<file path="src/design/four_level_page_table_walk_defines.svh">
// assertion macros used by the page table walk sequencer
// expects clk and arst_n in the scope of each use
`ifndef FOUR_LEVEL_PAGE_TABLE_WALK_DEFINES_SVH
`define FOUR_LEVEL_PAGE_TABLE_WALK_DEFINES_SVH

`ifndef ASSERT_OFF

// same-cycle implication
`define PTW_ASSERT_IMP(lbl, ante, cons) \
	lbl: assert property (@(posedge clk) disable iff (!arst_n) (ante) |-> (cons)) \
		else $error("ptw assertion failed");

// next-cycle implication
`define PTW_ASSERT_NXT(lbl, ante, cons) \
	lbl: assert property (@(posedge clk) disable iff (!arst_n) (ante) |=> (cons)) \
		else $error("ptw assertion failed");

`else

`define PTW_ASSERT_IMP(lbl, ante, cons)
`define PTW_ASSERT_NXT(lbl, ante, cons)

`endif

`endif

</file>
<file path="src/design/ptw_pkg.sv">
// types and constants of the four level page table walker
// no dependencies
package ptw_pkg;

	// fixed geometry of one table and of an entry
	localparam int TABLE_ENTRIES = 512;
	localparam int PA_W          = 52;
	localparam int VA_W          = 48;
	localparam int IDX_W         = 12;
	localparam int ENTRY_W       = 64;
	localparam int PRESENT_BIT   = 0;
	localparam int PS_BIT        = 7;

	// input kinds
	localparam logic ACT_WRITE     = 1'b0;
	localparam logic ACT_TRANSLATE = 1'b1;

	// result status codes
	localparam logic [1:0] STAT_OK          = 2'd0;
	localparam logic [1:0] STAT_NOT_PRESENT = 2'd1;
	localparam logic [1:0] STAT_OUTSIDE     = 2'd2;
	localparam logic [1:0] STAT_MISALIGNED  = 2'd3;

	// register index of the root table address
	localparam logic REG_ROOT = 1'b0;

	// level codes, counting down from the top table
	localparam logic [1:0] LVL_4 = 2'd3;
	localparam logic [1:0] LVL_3 = 2'd2;
	localparam logic [1:0] LVL_2 = 2'd1;
	localparam logic [1:0] LVL_1 = 2'd0;

	typedef struct packed {
		logic               action;
		logic [IDX_W-1:0]   word_index;
		logic [ENTRY_W-1:0] word_data;
		logic [VA_W-1:0]    virt_addr;
	} ptw_item_t;

	typedef struct packed {
		logic [1:0]      status;
		logic [PA_W-1:0] phys_result;
	} ptw_res_t;

endpackage

</file>
<file path="src/design/ptw_cfg.sv">
// apb register block holding the root table address
// depends on ptw_pkg
module ptw_cfg
	import ptw_pkg::*;
(
	input  logic            clk,
	input  logic            arst_n,
	input  logic            psel,
	input  logic            penable,
	input  logic            pwrite,
	input  logic [3:0]      paddr,
	input  logic [63:0]     pwdata,
	output logic [63:0]     prdata,
	output logic            pready,
	output logic [PA_W-1:0] root_addr
);

	logic [PA_W-1:0] root_q;
	logic            wr_hit;

	// register decode on the 8-byte slot
	assign wr_hit = psel && penable && pwrite && (paddr[3] == REG_ROOT);

	always_ff @(posedge clk or negedge arst_n) begin
		if (!arst_n) begin
			root_q <= '0;
		end else if (wr_hit) begin
			root_q <= pwdata[PA_W-1:0];
		end
	end

	// read back
	always_comb begin
		prdata = '0;
		if (paddr[3] == REG_ROOT) begin
			prdata = {{(64-PA_W){1'b0}}, root_q};
		end
	end

	assign pready    = 1'b1;
	assign root_addr = root_q;

endmodule

</file>
<file path="config.mk">
export PLATFORM = sky130hd
export DESIGN_NAME = ptw_cfg
export DESIGN_NICKNAME = d
export VERILOG_FILES = /design/src/design/four_level_page_table_walk_defines.svh /design/src/design/ptw_pkg.sv /design/src/design/ptw_cfg.sv
export SDC_FILE = /design/constraint.sdc
export NUM_CORES = 1
export LEC_CHECK = 0
export ABC_AREA = 1
export BUFFER_PORTS_ARGS = -buffer_cell sky130_fd_sc_hd__clkbuf_2
export CAP_MARGIN = 20
export CORE_ASPECT_RATIO = 0.75
export CORE_MARGIN = 2
export CORE_UTILIZATION = 38
export CTS_BUF_LIST = sky130_fd_sc_hd__clkbuf_4
export CTS_CLUSTER_DIAMETER = 50
export DETAILED_ROUTE_END_ITERATION = 10
export MAX_ROUTING_LAYER = met4
export PLACE_DENSITY_LB_ADDON = 0.3
export SLEW_MARGIN = 30
export SYNTH_ARGS = -nofsm -noshare
export SYNTH_HDL_FRONTEND = slang
export SYNTH_SLANG_ARGS = --single-unit
</file>
<file path="constraint.sdc">
create_clock -name clk -period 0.8 [get_ports clk]
set_clock_uncertainty 0.15 [all_clocks]
set_input_delay 0.08 -clock clk [delete_from_list [all_inputs] [get_ports clk]]
set_output_delay 0.08 -clock clk [all_outputs]
set_load 0.005 [all_outputs]
</file>
==> results by group <==
Synthesis
  • Synthesized area per cell: 7.31 µm²
  • Synth warn: 0
  • Post-synth top area share: 0.504
  • Yosys reg bits: 52
  • Syn Std Cell Area: 2580 µm²
  • Syn Inst Count: 353
  • Ranking of synthesized cells by area: dfrtp_1, nand2_1, nand3_1
  • Register area share after synthesis: 0.504
  • Post-synth top area cell: dfrtp_1
  • Synth cell types: 13

Floorplan
  • FP Rows: 25
  • Die ar.: 7470 µm²
  • Initial cell density of the core: 0.400
  • Die H: 75.4 µm
  • Placeable Area: 6440 µm²
  • Die width: a little under 100 µm
  • IO Count: 190

Worst hold path
  • Min-delay worst type: in -> async

STA
  • Final Hold Fails: 0
  • Worst Setup Slack, final: -0.537 ns
  • Max-slew violation count: 0
  • Final Critical Period: 1.34 ns
  • Highest Clock Rate: 0.748 GHz
  • RSZ-0062 raised after global routing: yes
  • Endpoints failing setup: 131
  • Final period util: 1.67

Setup path
  • Crit Path Max Fanout: 3
  • Endpoint class of the critical path: output port
  • Critical Path AT: 1.11 ns
  • Critical path type: reg -> out
  • Worst Path Required: ~0.57 ns
  • Max incr delay on CP: 0.41 ns
  • WP buf/inv: 2
  • Slowest CP cell: dfrtp_1
  • CP Launch Type: flop
  • Critical-path cell list: inv_1 -> nor2_1 -> buf_2
  • Top delay family on crit path: flip-flops

Global routing
  • GRT Overall Usage: 0.214
  • Largest net degree at the start of global routing: 53
  • Vias in the first global route: around 2800
  • First-pass GRT wire length: 12.5 mm
  • Initial antenna violation count: 0
  • Remaining Overflow, GRT: 0

Routing
  • Avg Vias per Cell: 4.58
  • Final ANT Viol Nets: 0
  • M1 WL: around 3.5 mm
  • WL met2: 4.58 mm
  • TritonRoute pass-1 iters: 4
  • Vias post-DR: 3085
  • DR WL/cell: 12.9 µm
  • Starting DRT DRC Count: 97
  • DRT Wirelength: 8.73 mm
  • DRC Markers: 0
  • Met3 Wirelength: 567 µm
  • Max layer used: met4

CTS
  • Clk slew on worst S/H paths: 0.15 ns
  • Largest buffer count on any clock path: 2
  • Root Driver: clkbuf_4
  • Num CTS Buffers: 5
  • CTS tree: yes
  • Htree depth: 2
  • Worst skew pair latency: 0.35 ns
  • Clock sink total: 52

Power
  • Logic gate share of total power: 0.393
  • Pint: ~0.0052 W
  • Final Power: slightly below 0.008 W
  • Cell leakage power: roughly 2.7 nW
  • Psw: 0.00257 W
  • P per Cell Area: 1720 nW/µm²
  • VDD IR max: 0.000788 V
  • Switch share: 0.332
  • Sequential power share: 0.461
  • Clock power frac: 0.145

Outcome
  • Status: finished with violations
  • Failing checks: negative setup slack

Place
  • Detailed Place HPWL: 5.15 mm
  • Placer Congestion: 0.830
  • Pre-CTS setup slack: -0.242 ns
  • Port bufs: 161

Cells and area
  • Ant. Diodes: 0
  • Total Nets Final: 666
  • Layout area overhead: 74.5%
  • Max FFs per register: 52
  • Share of post-route cells with drive strength above 1: 0.408

Flow run
  • Max-cap viol count: 0
-- power by group through the flow --
stage / clock network (W) / registers (W) / logic [W]
floorplan: 0 / 0.00356 / 0.000922
global route: 0.00127 / 0.00364 / 0.00337
CTS: 0.00118 / 0.00354 / 0.00240
global placement: 0 / 0.00358 / 0.00200
finish: 0.00113 / 0.00357 / 0.00304
detailed placement: 0 / 0.00359 / 0.00206
-- path summary, 6_finish.rpt --
path | start | endpoint | slack [ns] | cells past startpoint
max | root_addr[12] | prdata[12] | -0.54 | 3
min | arst_n | root_addr[12] | 0.08 | 3
max reg2reg | root_addr[51] | root_addr[51] | -0.11 | 3
min reg2reg | root_addr[34] | root_addr[34] | 0.37 | 2
max in group asynchronous | arst_n | root_addr[41] | 0.16 | 3
min in group clk | penable | root_addr[7] | 0.09 | 6
-- stage by stage --
step	cells	utilization	setup TNS [ns]	hold WS, ns	area (µm²)
finish	674	0.699	-43.96	0.0828	4500
global placement	584	0.544	-17.54	-0.0536	3510
CTS	653	0.645	-42.57	0.0717	4160
floorplan	364	-	-4.63	-0.366	2680
global route	674	0.699	-52.02	0.0963	4500
detailed placement	584	0.544	-19.11	-0.0532	3510
-- synth_stat cells --
cell      number
inv_2          1
buf_1          3
nand2_1      105
nor2_8         1
nor2_1        52
inv_1         53
nand2_2        1
nand3_1       52
buf_2         10
buf_4         14
dfrtp_1       52
clkbuf_1       7
conb_1         2
-- final cells by class --
class / instances / area (µm²)
fill: 491 / 1940
timing repair buffer: 256 / 1840
sequential: 52 / 1300
multi-input combinational: 224 / 1000
inverter: 54 / 203
tap: 81 / 101
clock buffer: 6 / 45.0
clock inverter: 1 / 5.00
-- metal layers --
| metal | up-vias | GRT usage |
|---|---|---|
| met1 | 1438 | 0.256 |
| met3 | 8 | 0.0404 |
| met5 | - | - |
| met2 | 142 | 0.382 |
| met4 | 0 | 0.0548 |
| li1 | 1497 | - |
-- cell families after synthesis --
group | after synthesis | synth area share
flops | 52 | 0.504
other cells | 2 | 0.00291
buf+inv | 88 | 0.153
simple gates | 211 | 0.339
-- repair_timing --
item | 4_1_cts | 5_1_grt
setup endpoints to repair | 108 | 154
endpoints found under the hold margin | 104 | 0
hold buffers | 53 | 0
setup buffers | 9 | 24
resized for setup | 1 | 111
pin swaps | 15 | 43
-- worst reg2reg max path, stage by stage, from the launching register on --
cell	delay [ns]
dfrtp_1	0.43
buf_4	0.14
nand2_1	0.05
nand2_1	0.04
-- layout by cell type (no fill, tap or decap), types with 4 or more instances in the layout --
| cell type | count |
|---|---|
| inv_1 | 50 |
| buf_6 | 28 |
| clkbuf_2 | 104 |
| clkbuf_4 | 6 |
| nor2_1 | 49 |
| inv_2 | 4 |
| conb_1 | 13 |
| nand2_1 | 82 |
| nand2_2 | 21 |
| buf_4 | 12 |
| dlygate4sd3_1 | 53 |
| buf_12 | 6 |
| buf_2 | 53 |
| dfrtp_1 | 52 |
| nand3_1 | 52 |
Power figures use the tool's default switching activity.
