--- src/design/four_level_page_table_walk_defines.svh ---
// assertion macros used by the page table walk sequencer
// expects clk and arst_n in the scope of each use
`ifndef FOUR_LEVEL_PAGE_TABLE_WALK_DEFINES_SVH
`define FOUR_LEVEL_PAGE_TABLE_WALK_DEFINES_SVH

`ifndef ASSERT_OFF

// same-cycle implication
`define PTW_ASSERT_IMP(lbl, ante, cons) \
	lbl: assert property (@(posedge clk) disable iff (!arst_n) (ante) |-> (cons)) \
		else $error("ptw assertion failed");

// next-cycle implication
`define PTW_ASSERT_NXT(lbl, ante, cons) \
	lbl: assert property (@(posedge clk) disable iff (!arst_n) (ante) |=> (cons)) \
		else $error("ptw assertion failed");

`else

`define PTW_ASSERT_IMP(lbl, ante, cons)
`define PTW_ASSERT_NXT(lbl, ante, cons)

`endif

`endif

--- src/design/ptw_pkg.sv ---
// types and constants of the four level page table walker
// no dependencies
package ptw_pkg;

	// fixed geometry of one table and of an entry
	localparam int TABLE_ENTRIES = 512;
	localparam int PA_W          = 52;
	localparam int VA_W          = 48;
	localparam int IDX_W         = 12;
	localparam int ENTRY_W       = 64;
	localparam int PRESENT_BIT   = 0;
	localparam int PS_BIT        = 7;

	// input kinds
	localparam logic ACT_WRITE     = 1'b0;
	localparam logic ACT_TRANSLATE = 1'b1;

	// result status codes
	localparam logic [1:0] STAT_OK          = 2'd0;
	localparam logic [1:0] STAT_NOT_PRESENT = 2'd1;
	localparam logic [1:0] STAT_OUTSIDE     = 2'd2;
	localparam logic [1:0] STAT_MISALIGNED  = 2'd3;

	// register index of the root table address
	localparam logic REG_ROOT = 1'b0;

	// level codes, counting down from the top table
	localparam logic [1:0] LVL_4 = 2'd3;
	localparam logic [1:0] LVL_3 = 2'd2;
	localparam logic [1:0] LVL_2 = 2'd1;
	localparam logic [1:0] LVL_1 = 2'd0;

	typedef struct packed {
		logic               action;
		logic [IDX_W-1:0]   word_index;
		logic [ENTRY_W-1:0] word_data;
		logic [VA_W-1:0]    virt_addr;
	} ptw_item_t;

	typedef struct packed {
		logic [1:0]      status;
		logic [PA_W-1:0] phys_result;
	} ptw_res_t;

endpackage

--- src/design/ptw_seq.sv ---
// walk sequencer: one level per pass through a shared lookup/evaluate unit
// depends on ptw_pkg and the assertion macro header
`include "four_level_page_table_walk_defines.svh"

module ptw_seq
	import ptw_pkg::*;
#(
	parameter int STORE_WORDS = 4096,
	parameter int AW          = 12
) (
	input  logic               clk,
	input  logic               arst_n,
	input  logic               in_valid,
	output logic               in_ready,
	input  ptw_item_t          item,
	input  logic [PA_W-1:0]    root_addr,
	output logic               res_valid,
	input  logic               res_ready,
	output ptw_res_t           res,
	output logic               wr_en,
	output logic [AW-1:0]      wr_addr,
	output logic [ENTRY_W-1:0] wr_data,
	output logic               rd_en,
	output logic [AW-1:0]      rd_addr,
	input  logic [ENTRY_W-1:0] rd_data
);

	localparam logic [1:0] ST_IDLE   = 2'd0;
	localparam logic [1:0] ST_LOOKUP = 2'd1;
	localparam logic [1:0] ST_EVAL   = 2'd2;
	localparam logic [1:0] ST_DONE   = 2'd3;

	localparam logic [49:0] STORE_END = 50'(STORE_WORDS);
	localparam logic [49:0] TBL_SPAN  = 50'(TABLE_ENTRIES);

	logic [1:0]      state_q;
	logic [1:0]      level_q;
	logic [PA_W-1:0] cur_q;
	logic [VA_W-1:0] va_q;
	ptw_res_t        res_q;

	logic            accept;
	logic [31:0]     widx32;
	logic [49:0]     tbl_end;
	logic            outside;
	logic [8:0]      idx;
	logic [48:0]     rd_full;
	logic            present;
	logic            leaf;
	logic            descend;
	logic [PA_W-1:0] phys;

	assign accept   = in_valid && in_ready;
	assign in_ready = (state_q == ST_IDLE);

	// store write straight from the accepted item
	assign widx32  = {{(32-IDX_W){1'b0}}, item.word_index};
	assign wr_en   = accept && (item.action == ACT_WRITE) && (widx32 < 32'(STORE_WORDS));
	assign wr_addr = widx32[AW-1:0];
	assign wr_data = item.word_data;

	// table bounds check for the current level
	assign tbl_end = {1'b0, cur_q[PA_W-1:3]} + TBL_SPAN;
	assign outside = tbl_end > STORE_END;

	// entry index from the virtual address
	always_comb begin
		case (level_q)
			LVL_4:   idx = va_q[47:39];
			LVL_3:   idx = va_q[38:30];
			LVL_2:   idx = va_q[29:21];
			default: idx = va_q[20:12];
		endcase
	end

	assign rd_full = {cur_q[PA_W-1:12], idx};
	assign rd_addr = rd_full[AW-1:0];
	assign rd_en   = (state_q == ST_LOOKUP) && !outside;

	// entry evaluation
	assign present = rd_data[PRESENT_BIT];
	assign leaf    = (level_q == LVL_1)
		|| (((level_q == LVL_2) || (level_q == LVL_3)) && rd_data[PS_BIT]);
	assign descend = (state_q == ST_EVAL) && present && !leaf;

	// leaf frame joined with the page offset
	always_comb begin
		case (level_q)
			LVL_3:   phys = {rd_data[51:30], va_q[29:0]};
			LVL_2:   phys = {rd_data[51:21], va_q[20:0]};
			default: phys = {rd_data[51:12], va_q[11:0]};
		endcase
	end

	// sequencer
	always_ff @(posedge clk or negedge arst_n) begin
		if (!arst_n) begin
			state_q <= ST_IDLE;
		end else begin
			unique case (state_q)
				ST_IDLE: begin
					if (accept) begin
						if (item.action == ACT_WRITE || root_addr[11:0] != 12'd0) begin
							state_q <= ST_DONE;
						end else begin
							state_q <= ST_LOOKUP;
						end
					end
				end
				ST_LOOKUP: begin
					state_q <= outside ? ST_DONE : ST_EVAL;
				end
				ST_EVAL: begin
					state_q <= descend ? ST_LOOKUP : ST_DONE;
				end
				ST_DONE: begin
					if (res_ready) begin
						state_q <= ST_IDLE;
					end
				end
				default: state_q <= ST_IDLE;
			endcase
		end
	end

	// walk datapath
	always_ff @(posedge clk) begin
		case (state_q)
			ST_IDLE: begin
				if (accept) begin
					cur_q   <= root_addr;
					va_q    <= item.virt_addr;
					level_q <= LVL_4;
					if (item.action == ACT_WRITE) begin
						res_q <= '{status: STAT_OK, phys_result: '0};
					end else begin
						res_q <= '{status: STAT_MISALIGNED, phys_result: '0};
					end
				end
			end
			ST_LOOKUP: begin
				if (outside) begin
					res_q <= '{status: STAT_OUTSIDE, phys_result: '0};
				end
			end
			ST_EVAL: begin
				if (!present) begin
					res_q <= '{status: STAT_NOT_PRESENT, phys_result: '0};
				end else if (leaf) begin
					res_q <= '{status: STAT_OK, phys_result: phys};
				end else begin
					cur_q   <= {rd_data[51:12], 12'd0};
					level_q <= level_q - 2'd1;
				end
			end
			default: begin
			end
		endcase
	end

	assign res_valid = (state_q == ST_DONE);
	assign res       = res_q;

	// a lookup inside the store is always followed by an evaluation
	`PTW_ASSERT_NXT(a_lookup_to_eval, (state_q == ST_LOOKUP) && !outside, state_q == ST_EVAL)
	// each descent moves exactly one level down
	`PTW_ASSERT_NXT(a_level_down, descend, level_q == $past(level_q) - 2'd1)
	// a faulting result never carries an address
	`PTW_ASSERT_IMP(a_fault_zero, res_valid && (res_q.status != STAT_OK),
		res_q.phys_result == '0)
	// a descent never happens from the last level
	`PTW_ASSERT_IMP(a_no_descent_l1, descend, level_q != LVL_1)

endmodule

--- config.mk ---
export PLATFORM = sky130hd
export DESIGN_NAME = ptw_seq
export DESIGN_NICKNAME = d
export VERILOG_FILES = /design/src/design/ptw_pkg.sv /design/src/design/ptw_seq.sv
export VERILOG_INCLUDE_DIRS = /design/src /design/src/design
export SDC_FILE = /design/constraint.sdc
export NUM_CORES = 1
export LEC_CHECK = 0
export BUFFER_PORTS_ARGS = -buffer_cell sky130_fd_sc_hd__buf_2
export CAP_MARGIN = 20
export CORE_AREA = 2 2 153 155
export CTS_CLUSTER_DIAMETER = 50
export CTS_CLUSTER_SIZE = 12
export DETAILED_ROUTE_END_ITERATION = 10
export DIE_AREA = 0 0 155 157
export PLACE_DENSITY = 0.67
export SYNTH_ARGS = -nofsm -noshare
export SYNTH_HDL_FRONTEND = slang
export SYNTH_SLANG_ARGS = --single-unit
--- constraint.sdc ---
create_clock -name clk -period 12.46 [get_ports clk]
set_clock_uncertainty 0.2 [all_clocks]
set_input_delay 0.623 -clock clk [delete_from_list [all_inputs] [get_ports clk]]
set_output_delay 0.623 -clock clk [all_outputs]
set_load 0.02 [all_outputs]
==> results of run 1 <==
-- what timing repair did --
item | 4_1_cts | 5_1_grt
hold buffers | 1 | 0
endpoints found under the hold margin | 2 | 0
buffers inserted | 0 | 0
-- cell families (layout without fill, tap and decap cells) --
group / Yosys count / after routing
AO/OA/AOI/OAI: 80 / 80
XOR/XNOR: 7 / 7
adder cells (fa/ha/maj): 9 / 9
buffers and inverters: 122 / 274
flip-flops: 155 / 155
multiplexers: 51 / 51
other: 0 / 1
AND/OR/NAND/NOR: 213 / 213
-- flip-flops by register name, indices dropped and copies added, names as in the netlist --
name,flops
cur_q,49
level_q,2
res,54
state_q,2
va_q,48
-- per-layer routing --
| layer | global-route usage | vias to the layer above | share of wire |
|---|---|---|---|
| met4 | 0.07584 | 0 | 0.031 |
| met3 | 0.04295 | 59 | 0.071 |
| met2 | 0.2717 | 255 | 0.48 |
| li1 | - | 2610 | - |
| met5 | 0 | - | 0 |
| met1 | 0.2078 | 2603 | 0.42 |
-- worst max-delay path, cell delays in order, from the launching register on --
cell	delay, ns
sky130_fd_sc_hd__edfxtp_1	0.48
sky130_fd_sc_hd__ha_1	0.39
sky130_fd_sc_hd__nand2_1	0.14
sky130_fd_sc_hd__nor4_1	0.89
sky130_fd_sc_hd__nand4_1	0.26
sky130_fd_sc_hd__xnor2_1	0.18
sky130_fd_sc_hd__or3_1	0.40
sky130_fd_sc_hd__nor4_1	0.29
sky130_fd_sc_hd__and4_1	0.24
sky130_fd_sc_hd__buf_2	0.18
-- synthesized netlist by cell type, types with 4 or more instances --
| cell | n |
|---|---|
| sky130_fd_sc_hd__and2_1 | 37 |
| sky130_fd_sc_hd__a222oi_1 | 9 |
| sky130_fd_sc_hd__a22oi_1 | 11 |
| sky130_fd_sc_hd__and3_1 | 8 |
| sky130_fd_sc_hd__nor2b_1 | 21 |
| sky130_fd_sc_hd__edfxtp_1 | 153 |
| sky130_fd_sc_hd__inv_1 | 19 |
| sky130_fd_sc_hd__o21ai_0 | 9 |
| sky130_fd_sc_hd__nand3_1 | 18 |
| sky130_fd_sc_hd__nor2_1 | 35 |
| sky130_fd_sc_hd__nor3_1 | 10 |
| sky130_fd_sc_hd__a31oi_1 | 6 |
| sky130_fd_sc_hd__a21oi_1 | 16 |
| sky130_fd_sc_hd__nand2_1 | 21 |
| sky130_fd_sc_hd__a21o_1 | 5 |
| sky130_fd_sc_hd__nand4_1 | 21 |
| sky130_fd_sc_hd__nand2b_1 | 4 |
| sky130_fd_sc_hd__mux2_2 | 40 |
| sky130_fd_sc_hd__buf_4 | 81 |
| sky130_fd_sc_hd__mux2i_1 | 11 |
| sky130_fd_sc_hd__clkbuf_1 | 20 |
| sky130_fd_sc_hd__ha_1 | 9 |
| sky130_fd_sc_hd__xnor2_1 | 6 |
| sky130_fd_sc_hd__nor4_1 | 12 |
-- power by group through the flow --
stage / logic [mW] / registers (mW) / clock network, mW
2_1_floorplan: 0.473 / 1.05 / 0
3_3_place_gp: 0.784 / 0.975 / 0
3_5_place_dp: 0.792 / 0.976 / 0
4_1_cts: 0.795 / 0.969 / 0.533
5_1_grt: 0.854 / 0.993 / 0.553
6_report: 0.786 / 0.969 / 0.518
-- worst min path at each step --
stage                                        end  cells after the start
after detailed placement  state_q[1]$_DFFE_PN0P_                      1
final                         va_q[24]$_DFFE_PP_                      1
after floorplan           state_q[0]$_DFFE_PN0P_                      0
after CTS                     va_q[22]$_DFFE_PP_                      1
after global routing          va_q[29]$_DFFE_PP_                      1
after global placement    state_q[1]$_DFFE_PN0P_                      1
-- through the flow --
step / instances / setup slack, ns / total power, mW
final: 1075 / 7.760 / 2.273
after global routing: 1074 / 7.588 / 2.401
after CTS: 1073 / 7.847 / 2.297
after detailed placement: 1040 / 8.276 / 1.768
after global placement: 1040 / 8.279 / 1.760
after floorplan: 637 / 7.128 / 1.523
-- cell usage in the layout, fill, tap and decap left out, types with 3 or more instances in the layout --
cell	synthesis	final
sky130_fd_sc_hd__buf_2	0	216
sky130_fd_sc_hd__edfxtp_1	153	153
sky130_fd_sc_hd__mux2_2	40	40
sky130_fd_sc_hd__and2_1	37	36
sky130_fd_sc_hd__nor2_1	35	35
sky130_fd_sc_hd__nor2b_1	21	21
sky130_fd_sc_hd__nand2_1	21	21
sky130_fd_sc_hd__nand4_1	21	21
sky130_fd_sc_hd__inv_1	19	19
sky130_fd_sc_hd__nand3_1	18	18
sky130_fd_sc_hd__clkbuf_16	0	17
sky130_fd_sc_hd__a21oi_1	16	14
sky130_fd_sc_hd__nor4_1	12	12
sky130_fd_sc_hd__a22oi_1	11	11
sky130_fd_sc_hd__mux2i_1	11	11
sky130_fd_sc_hd__nor3_1	10	10
sky130_fd_sc_hd__a222oi_1	9	9
sky130_fd_sc_hd__o21ai_0	9	9
sky130_fd_sc_hd__and3_1	8	8
sky130_fd_sc_hd__ha_1	9	8
sky130_fd_sc_hd__a31oi_1	6	6
sky130_fd_sc_hd__xnor2_1	6	6
sky130_fd_sc_hd__a21o_1	5	5
sky130_fd_sc_hd__clkinv_8	0	5
sky130_fd_sc_hd__buf_4	81	5
sky130_fd_sc_hd__nand2b_1	4	4
sky130_fd_sc_hd__inv_8	0	4
sky130_fd_sc_hd__and4_2	3	3
sky130_fd_sc_hd__nand4b_1	3	3
sky130_fd_sc_hd__a41oi_1	3	3
sky130_fd_sc_hd__a41o_1	3	3
sky130_fd_sc_hd__inv_6	0	3
-- final cells by class --
type                    instances  share of cell area
repair buffers                223              0.1228
well taps                     285             0.03787
diodes                          1           0.0002657
clock buffers                  17             0.04518
clock inverters                15             0.01847
inverters                      19            0.007574
flip-flops and latches        155              0.4932
multi-input cells             360              0.2746
==> impl_results.html, run 1 <==
<table>
<tr><th>Metric</th><th>Value</th></tr>
<tr><th colspan="2">Routing</th></tr>
<tr><td>Antenna viol nets, final</td><td>0</td></tr>
<tr><td>Per-cell routed wire length</td><td>18.85 um</td></tr>
<tr><td>Routed via count divided by cell count</td><td>5.141</td></tr>
<tr><td>Vias post-DR</td><td>5,527</td></tr>
<tr><td>Post-route DRC</td><td>0</td></tr>
<tr><td>Final wirelength</td><td>roughly 20,000 um</td></tr>
<tr><td>First drt pass iteration count</td><td>5</td></tr>
<tr><td>Starting DRT DRC Count</td><td>477</td></tr>
<tr><th colspan="2">Global route</th></tr>
<tr><td>Maximum number of pins on one net before global-route repair</td><td>55</td></tr>
<tr><td>Wire length of the first global-routing pass</td><td>30,540 um</td></tr>
<tr><td>Antenna violations before repair</td><td>1</td></tr>
<tr><td>Global routing usage summed across all routing layers</td><td>0.1663</td></tr>
<tr><td>Total global routing overflow</td><td>0</td></tr>
<tr><td>Number of global-route vias before repair</td><td>5,486</td></tr>
<tr><th colspan="2">Clock network</th></tr>
<tr><td>Number of sinks handled by clock tree synthesis</td><td>155</td></tr>
<tr><td>Clock transition at the registers of the reported paths</td><td>0.08 ns</td></tr>
<tr><td># resized after CTS</td><td>0</td></tr>
<tr><td>Clock root buffer</td><td>sky130_fd_sc_hd__clkbuf_16</td></tr>
<tr><td>CTS tree</td><td>yes</td></tr>
<tr><td>Number of clock buffers inserted by TritonCTS</td><td>17</td></tr>
<tr><td>H-Tree Depth</td><td>4</td></tr>
<tr><td>Clock Tree Buf Depth</td><td>2</td></tr>
<tr><td>Clock latency of the later-clocked register in the worst-skew pair</td><td>0.43 ns</td></tr>
<tr><th colspan="2">Critical path</th></tr>
<tr><td>Worst setup path endpoint</td><td>rd_en</td></tr>
<tr><td>Highest fanout seen on the critical path</td><td>8</td></tr>
<tr><td>Kind of end point of the critical path</td><td>output pin</td></tr>
<tr><td>R2R cell count</td><td>9</td></tr>
<tr><td>Worst setup path category</td><td>reg2out</td></tr>
<tr><td>Data required time at the worst endpoint</td><td>~12 ns</td></tr>
<tr><td>R2R Setup Slk</td><td>between 8 and 9 ns</td></tr>
<tr><td>Startpoint of the worst register-to-register path</td><td>cur_q[12]$_DFFE_PP_</td></tr>
<tr><td>RR Endpoint</td><td>res[39]$_DFFE_PP_</td></tr>
<tr><td>Critical path startpoint category</td><td>flip-flop</td></tr>
<tr><td>Critical Path Source</td><td>cur_q[12]$_DFFE_PP_</td></tr>
<tr><td>Data arrival at the endpoint of the critical path</td><td>between 3 and 4 ns</td></tr>
<tr><th colspan="2">Timing</th></tr>
<tr><td>Setup Viol. Count Final</td><td>0</td></tr>
<tr><td>Fmax achieved</td><td>212.8 MHz</td></tr>
<tr><td>Slew of the pin with the lowest slew margin</td><td>1.149 ns</td></tr>
<tr><td>Min cycle time layout</td><td>4.700 ns</td></tr>
<tr><td>Final-layout setup total negative slack</td><td>0 ns</td></tr>
<tr><td>Headroom to the max-slew limit</td><td>0.2270</td></tr>
<tr><td>Final cycle utilization of the critical path</td><td>0.3772</td></tr>
<tr><td>Total count of hold-check failures in the final report</td><td>0</td></tr>
<tr><td>Worst hold margin</td><td>approximately 0.16 ns</td></tr>
<tr><td>Fin. max-slew vios</td><td>0</td></tr>
<tr><td>Unrepaired setup endpoints after global routing</td><td>no</td></tr>
<tr><th colspan="2">Synth</th></tr>
<tr><td>Post-synthesis mux area share</td><td>0.07030</td></tr>
<tr><td>Synth Area in Simple Gates</td><td>0.1560</td></tr>
<tr><td>Prevailing post-synth register cell</td><td>sky130_fd_sc_hd__edfxtp_1</td></tr>
<tr><td>Count of cell types in the netlist</td><td>61</td></tr>
<tr><td>EDFF count, synth</td><td>approximately 150</td></tr>
<tr><td>Most area-hungry cell type in the Yosys netlist</td><td>sky130_fd_sc_hd__edfxtp_1</td></tr>
<tr><td>Post-synthesis compound-gate area fraction</td><td>0.07296</td></tr>
<tr><td>Largest cells by area after synthesis</td><td>sky130_fd_sc_hd__edfxtp_1 58%, sky130_fd_sc_hd__buf_4 7.6%, sky130_fd_sc_hd__mux2_2 5.6%</td></tr>
<tr><td>Share of synthesized area occupied by flip-flops and latches</td><td>0.5825</td></tr>
<tr><td>Synthesized-area fraction occupied by xor and xnor cells</td><td>0.007689</td></tr>
<tr><td>Post-synthesis register bit count</td><td>~160</td></tr>
<tr><td>Proportion of synthesized flip-flops having asynchronous set or reset</td><td>0.01290</td></tr>
<tr><td>Post-synthesis adder-cell area fraction</td><td>0.01412</td></tr>
<tr><td>Summed instance area of the synthesized netlist</td><td>7974 um^2</td></tr>
<tr><td>Gate Count Post-Synth</td><td>637</td></tr>
<tr><td>Share of the synthesized area in the top cell type</td><td>0.5762</td></tr>
<tr><td>Warnings, synthesis</td><td>0</td></tr>
<tr><td>Avg Inst Size Synth</td><td>12.52 um^2</td></tr>
<tr><td>Main combinational cell family by area after synthesis</td><td>simple AND/OR/NAND/NOR gates</td></tr>
<tr><td>Post-Synthesis Net Count</td><td>roughly 890</td></tr>
<tr><th colspan="2">Placed design</th></tr>
<tr><td>Weighted congestion reported at the end of routability-driven placement</td><td>just over 0.9</td></tr>
<tr><td>Dpl cell area</td><td>slightly below 9000 um^2</td></tr>
<tr><td>Hpwl dp</td><td>14,820 um</td></tr>
<tr><td>Number of buffers inserted by port buffering</td><td>216</td></tr>
<tr><th colspan="2">Power and ir drop</th></tr>
<tr><td>Maximum resistive drop on vdd</td><td>0.1469 mV</td></tr>
<tr><td>Switching share of power</td><td>0.3926</td></tr>
<tr><td>Psw</td><td>0.8925 mW</td></tr>
<tr><td>Power per cell area</td><td>241.4 nW/um^2</td></tr>
<tr><td>Leakage power summed over all cells</td><td>3.680 nW</td></tr>
<tr><td>Design internal power</td><td>about 1.4 mW</td></tr>
<tr><td>Fraction of power consumed by sequential logic</td><td>0.426</td></tr>
<tr><td>Combinational cell fraction of total power</td><td>0.346</td></tr>
<tr><td>Clock network fraction of total power</td><td>0.228</td></tr>
<tr><th colspan="2">Cells and area</th></tr>
<tr><td>Post-layout utilization of the core</td><td>0.4185</td></tr>
<tr><td>Area growth, synth to finish</td><td>18.09%</td></tr>
<tr><td>Sequential Area</td><td>4644 um^2</td></tr>
<tr><td>Finished layout cell area</td><td>around 9400 um^2</td></tr>
<tr><td>Total area of multi-input combinational cells</td><td>roughly 2600 um^2</td></tr>
<tr><td>Proportion of layout cells with a drive suffix above 1</td><td>0.3916</td></tr>
<tr><td>Final layout net count</td><td>1,030</td></tr>
<tr><td>Fillers</td><td>about 2,100</td></tr>
<tr><th colspan="2">Worst hold path</th></tr>
<tr><td>Worst hold path class</td><td>in2reg</td></tr>
<tr><td>Hold_sp</td><td>item[24]</td></tr>
<tr><th colspan="2">Floorplan</th></tr>
<tr><td>Vertical die dimension</td><td>between 150 and 200 um</td></tr>
<tr><td>Row cnt</td><td>55</td></tr>
<tr><td>Effective utilization at floorplan</td><td>0.3544</td></tr>
<tr><td>Placeable core area</td><td>22,500 um^2</td></tr>
<tr><td>Top Ports</td><td>391</td></tr>
<tr><td>Chip width</td><td>155 um</td></tr>
<tr><td>Die Footprint</td><td>24,340 um^2</td></tr>
<tr><th colspan="2">Flow run</th></tr>
<tr><td># Max-Cap Violations</td><td>0</td></tr>
<tr><th colspan="2">Outcome</th></tr>
<tr><td>Run status</td><td>finished clean</td></tr>
</table>
(Power assumes the default switching activity.)
==> run 2, diff against run 1 <==
Clock period 12.46 ns to 4.4 ns, I/O delays scaled along.
==> run 2 against run 1 <==
Die area stayed put. Total power rose to 2.9 times the previous value. Count of clock-buffer cells in the layout is the same. Sequential power rose to 2.8 times the previous value. Highest routed layer unchanged. Register-to-register slack got worse by 7.4 ns. Cell count grew 14%. Critical path depth is 1 lower. Worst hold slack worse by 0.16 ns. Final area is 16% higher. Critical path type unchanged. Flip-flop and latch count is the same. Largest power group unchanged.
==> impl_results.html, run 2 (synthesis results as in run 1) <==
<table>
<tr><th>Metric</th><th>Value</th></tr>
<tr><th colspan="2">Timing</th></tr>
<tr><td>Fin. max-slew vios</td><td>0</td></tr>
<tr><td>Worst hold margin</td><td>around 0.0043 ns</td></tr>
<tr><td>Setup Viol. Count Final</td><td>0</td></tr>
<tr><td>Fmax achieved</td><td>257.8 MHz</td></tr>
<tr><td>Final cycle utilization of the critical path</td><td>0.8814</td></tr>
<tr><td>Total count of hold-check failures in the final report</td><td>0</td></tr>
<tr><td>Unrepaired setup endpoints after global routing</td><td>no</td></tr>
<tr><td>Final-layout setup total negative slack</td><td>0 ns</td></tr>
<tr><td>Min cycle time layout</td><td>3.878 ns</td></tr>
<tr><td>Setup ws final</td><td>0.5217 ns</td></tr>
<tr><td>Slew of the pin with the lowest slew margin</td><td>0.9087 ns</td></tr>
<tr><td>Headroom to the max-slew limit</td><td>0.3942</td></tr>
<tr><th colspan="2">Routing</th></tr>
<tr><td>Routed via count divided by cell count</td><td>between 5 and 6</td></tr>
<tr><td>Vias post-DR</td><td>6,200</td></tr>
<tr><td>Final wirelength</td><td>23,210 um</td></tr>
<tr><td>Post-route DRC</td><td>0</td></tr>
<tr><td>Antenna viol nets, final</td><td>0</td></tr>
<tr><td>Starting DRT DRC Count</td><td>approximately 530</td></tr>
<tr><td>First drt pass iteration count</td><td>6</td></tr>
<tr><td>Per-cell routed wire length</td><td>~19 um</td></tr>
<tr><th colspan="2">Power and ir drop</th></tr>
<tr><td>Design internal power</td><td>4.111 mW</td></tr>
<tr><td>Maximum resistive drop on vdd</td><td>0.3089 mV</td></tr>
<tr><td>Psw</td><td>between 2 and 3 mW</td></tr>
<tr><td>Power per cell area</td><td>607.7 nW/um^2</td></tr>
<tr><td>Leakage power summed over all cells</td><td>approximately 4.3 nW</td></tr>
<tr><td>Clock network fraction of total power</td><td>0.214</td></tr>
<tr><td>Tot Pwr</td><td>6.633 mW</td></tr>
<tr><td>Combinational cell fraction of total power</td><td>0.374</td></tr>
<tr><td>Switching share of power</td><td>0.3802</td></tr>
<tr><td>Fraction of power consumed by sequential logic</td><td>0.412</td></tr>
<tr><th colspan="2">Worst hold path</th></tr>
<tr><td>Worst hold path class</td><td>in2reg</td></tr>
<tr><th colspan="2">Cells and area</th></tr>
<tr><td>Most used cells in the layout excluding fill and tap cells</td><td>216 x sky130_fd_sc_hd__buf_2, 153 x sky130_fd_sc_hd__edfxtp_1, 149 x sky130_fd_sc_hd__dlygate4sd3_1</td></tr>
<tr><td>Finished layout cell area</td><td>10,910 um^2</td></tr>
<tr><td>Area growth, synth to finish</td><td>36.87%</td></tr>
<tr><td>Final layout net count</td><td>1,181</td></tr>
<tr><td>Commonest non-fill, non-tap cell in the layout</td><td>sky130_fd_sc_hd__buf_2</td></tr>
<tr><td>Flip-flop count of the largest register after layout</td><td>54</td></tr>
<tr><td>Proportion of layout cells with a drive suffix above 1</td><td>0.3319</td></tr>
<tr><th colspan="2">Placed design</th></tr>
<tr><td>Hpwl dp</td><td>15,470 um</td></tr>
<tr><td>Number of buffers inserted by port buffering</td><td>216</td></tr>
<tr><td>Weighted congestion reported at the end of routability-driven placement</td><td>0.9128</td></tr>
<tr><td>Worst slack after detailed placement</td><td>0.7435 ns</td></tr>
<tr><td>Dpl cell area</td><td>8825 um^2</td></tr>
<tr><th colspan="2">Global route</th></tr>
<tr><td>Total global routing overflow</td><td>0</td></tr>
<tr><td>Maximum number of pins on one net before global-route repair</td><td>43</td></tr>
<tr><td>Number of global-route vias before repair</td><td>6,483</td></tr>
<tr><td>Wire length of the first global-routing pass</td><td>around 35,000 um</td></tr>
<tr><td>Antenna violations before repair</td><td>1</td></tr>
<tr><td>Global routing usage summed across all routing layers</td><td>0.1887</td></tr>
<tr><th colspan="2">Clock network</th></tr>
<tr><td>CTS tree</td><td>yes</td></tr>
<tr><td>Clock root buffer</td><td>sky130_fd_sc_hd__clkbuf_16</td></tr>
<tr><td># resized after CTS</td><td>0</td></tr>
<tr><td>Clock Tree Buf Depth</td><td>2</td></tr>
<tr><td>H-Tree Depth</td><td>4</td></tr>
<tr><td>Number of clock buffers inserted by TritonCTS</td><td>17</td></tr>
<tr><td>Number of sinks handled by clock tree synthesis</td><td>155</td></tr>
<tr><td>Clock latency of the later-clocked register in the worst-skew pair</td><td>0.41 ns</td></tr>
<tr><td>Clock transition at the registers of the reported paths</td><td>0.06 ns</td></tr>
<tr><th colspan="2">Critical path</th></tr>
<tr><td>Data required time at the worst endpoint</td><td>3.98 ns</td></tr>
<tr><td>Kind of end point of the critical path</td><td>output pin</td></tr>
<tr><td>Data arrival at the endpoint of the critical path</td><td>3.46 ns</td></tr>
<tr><td>Worst setup path category</td><td>reg2out</td></tr>
<tr><td>Critical path startpoint category</td><td>flip-flop</td></tr>
<tr><td>Highest fanout seen on the critical path</td><td>9</td></tr>
<tr><th colspan="2">Floorplan</th></tr>
<tr><td>Top Ports</td><td>391</td></tr>
<tr><td>Die Footprint</td><td>roughly 24,000 um^2</td></tr>
<tr><td>Effective utilization at floorplan</td><td>0.3544</td></tr>
<tr><td>Placeable core area</td><td>22,500 um^2</td></tr>
<tr><td>Chip width</td><td>~160 um</td></tr>
<tr><td>Row cnt</td><td>55</td></tr>
<tr><td>Vertical die dimension</td><td>157 um</td></tr>
<tr><th colspan="2">Flow run</th></tr>
<tr><td># Max-Cap Violations</td><td>0</td></tr>
<tr><th colspan="2">Outcome</th></tr>
<tr><td>Run status</td><td>finished clean</td></tr>
</table>
==> run 2: cell type report <==
cell class / instances / area [um^2]
Timing Repair Buffer: 374 / 2685
Tap cell: 285 / 356.6
Inverter: 19 / 71.32
Clock buffer: 17 / 425.4
Clock inverter: 15 / 140.1
Sequential cell: 155 / 4644
Antenna cell: 2 / 5.005
Fill cell: 1926 / 11590
Multi-Input combinational cell: 360 / 2586
==> run 2: layer usage <==
metal / global-route usage / share of wire / up-vias
met1: 0.2193 / 0.40 / 2885
met2: 0.3316 / 0.50 / 333
met4: 0.08245 / 0.031 / 0
met5: 0 / 0 / -
li1: - / - / 2917
met3: 0.04681 / 0.072 / 65
==> run 2: worst paths after layout <==
check | start | endpoint | slack (ns) | cells after the start
max reg2reg | cur_q[12]$_DFFE_PP_ | res[35]$_DFFE_PP_ | 0.72 | 9
min | rd_data[30] | cur_q[30]$_DFFE_PP_ | 0.004 | 2
min in group asynchronous | arst_n | state_q[0]$_DFFE_PN0P_ | 0.50 | 3
max in group asynchronous | arst_n | state_q[1]$_DFFE_PN0P_ | 3.38 | 3
max | cur_q[21]$_DFFE_PP_ | rd_en | 0.52 | 8
min reg2reg | va_q[4]$_DFFE_PP_ | res[4]$_DFFE_PP_ | 0.32 | 1
==> run 2: worst max-delay path, stage by stage, from the launching register on <==
cell	delay, ns
sky130_fd_sc_hd__edfxtp_1	0.55
sky130_fd_sc_hd__nand4_4	0.17
sky130_fd_sc_hd__or4_4	0.60
sky130_fd_sc_hd__a2111oi_1	0.34
sky130_fd_sc_hd__a21oi_1	0.09
sky130_fd_sc_hd__a221o_1	0.28
sky130_fd_sc_hd__nor4_2	0.55
sky130_fd_sc_hd__and4_1	0.27
sky130_fd_sc_hd__buf_2	0.18
==> run 2: what timing repair did <==
item	in CTS	in global routing
setup endpoints to repair	0	0
buffers inserted	0	0
endpoints found under the hold margin	131	0
hold buffers	149	0
==> run 2: stage by stage <==
| stage | instances | utilization |
|---|---|---|
| 2_1_floorplan | 637 | - |
| 3_3_place_gp | 1043 | 0.3922 |
| 3_5_place_dp | 1043 | 0.3922 |
| 4_1_cts | 1224 | 0.4836 |
| 5_1_grt | 1227 | 0.4850 |
| 6_report | 1227 | 0.4850 |
==> run 2: power by group through the flow <==
stage / Clock [mW] / Sequential (mW) / Combinational [mW]
2_1_floorplan: 0 / 2.94 / 1.35
3_3_place_gp: 0 / 2.74 / 2.30
3_5_place_dp: 0 / 2.75 / 2.30
4_1_cts: 1.46 / 2.73 / 2.48
5_1_grt: 1.50 / 2.80 / 2.69
6_report: 1.42 / 2.74 / 2.48
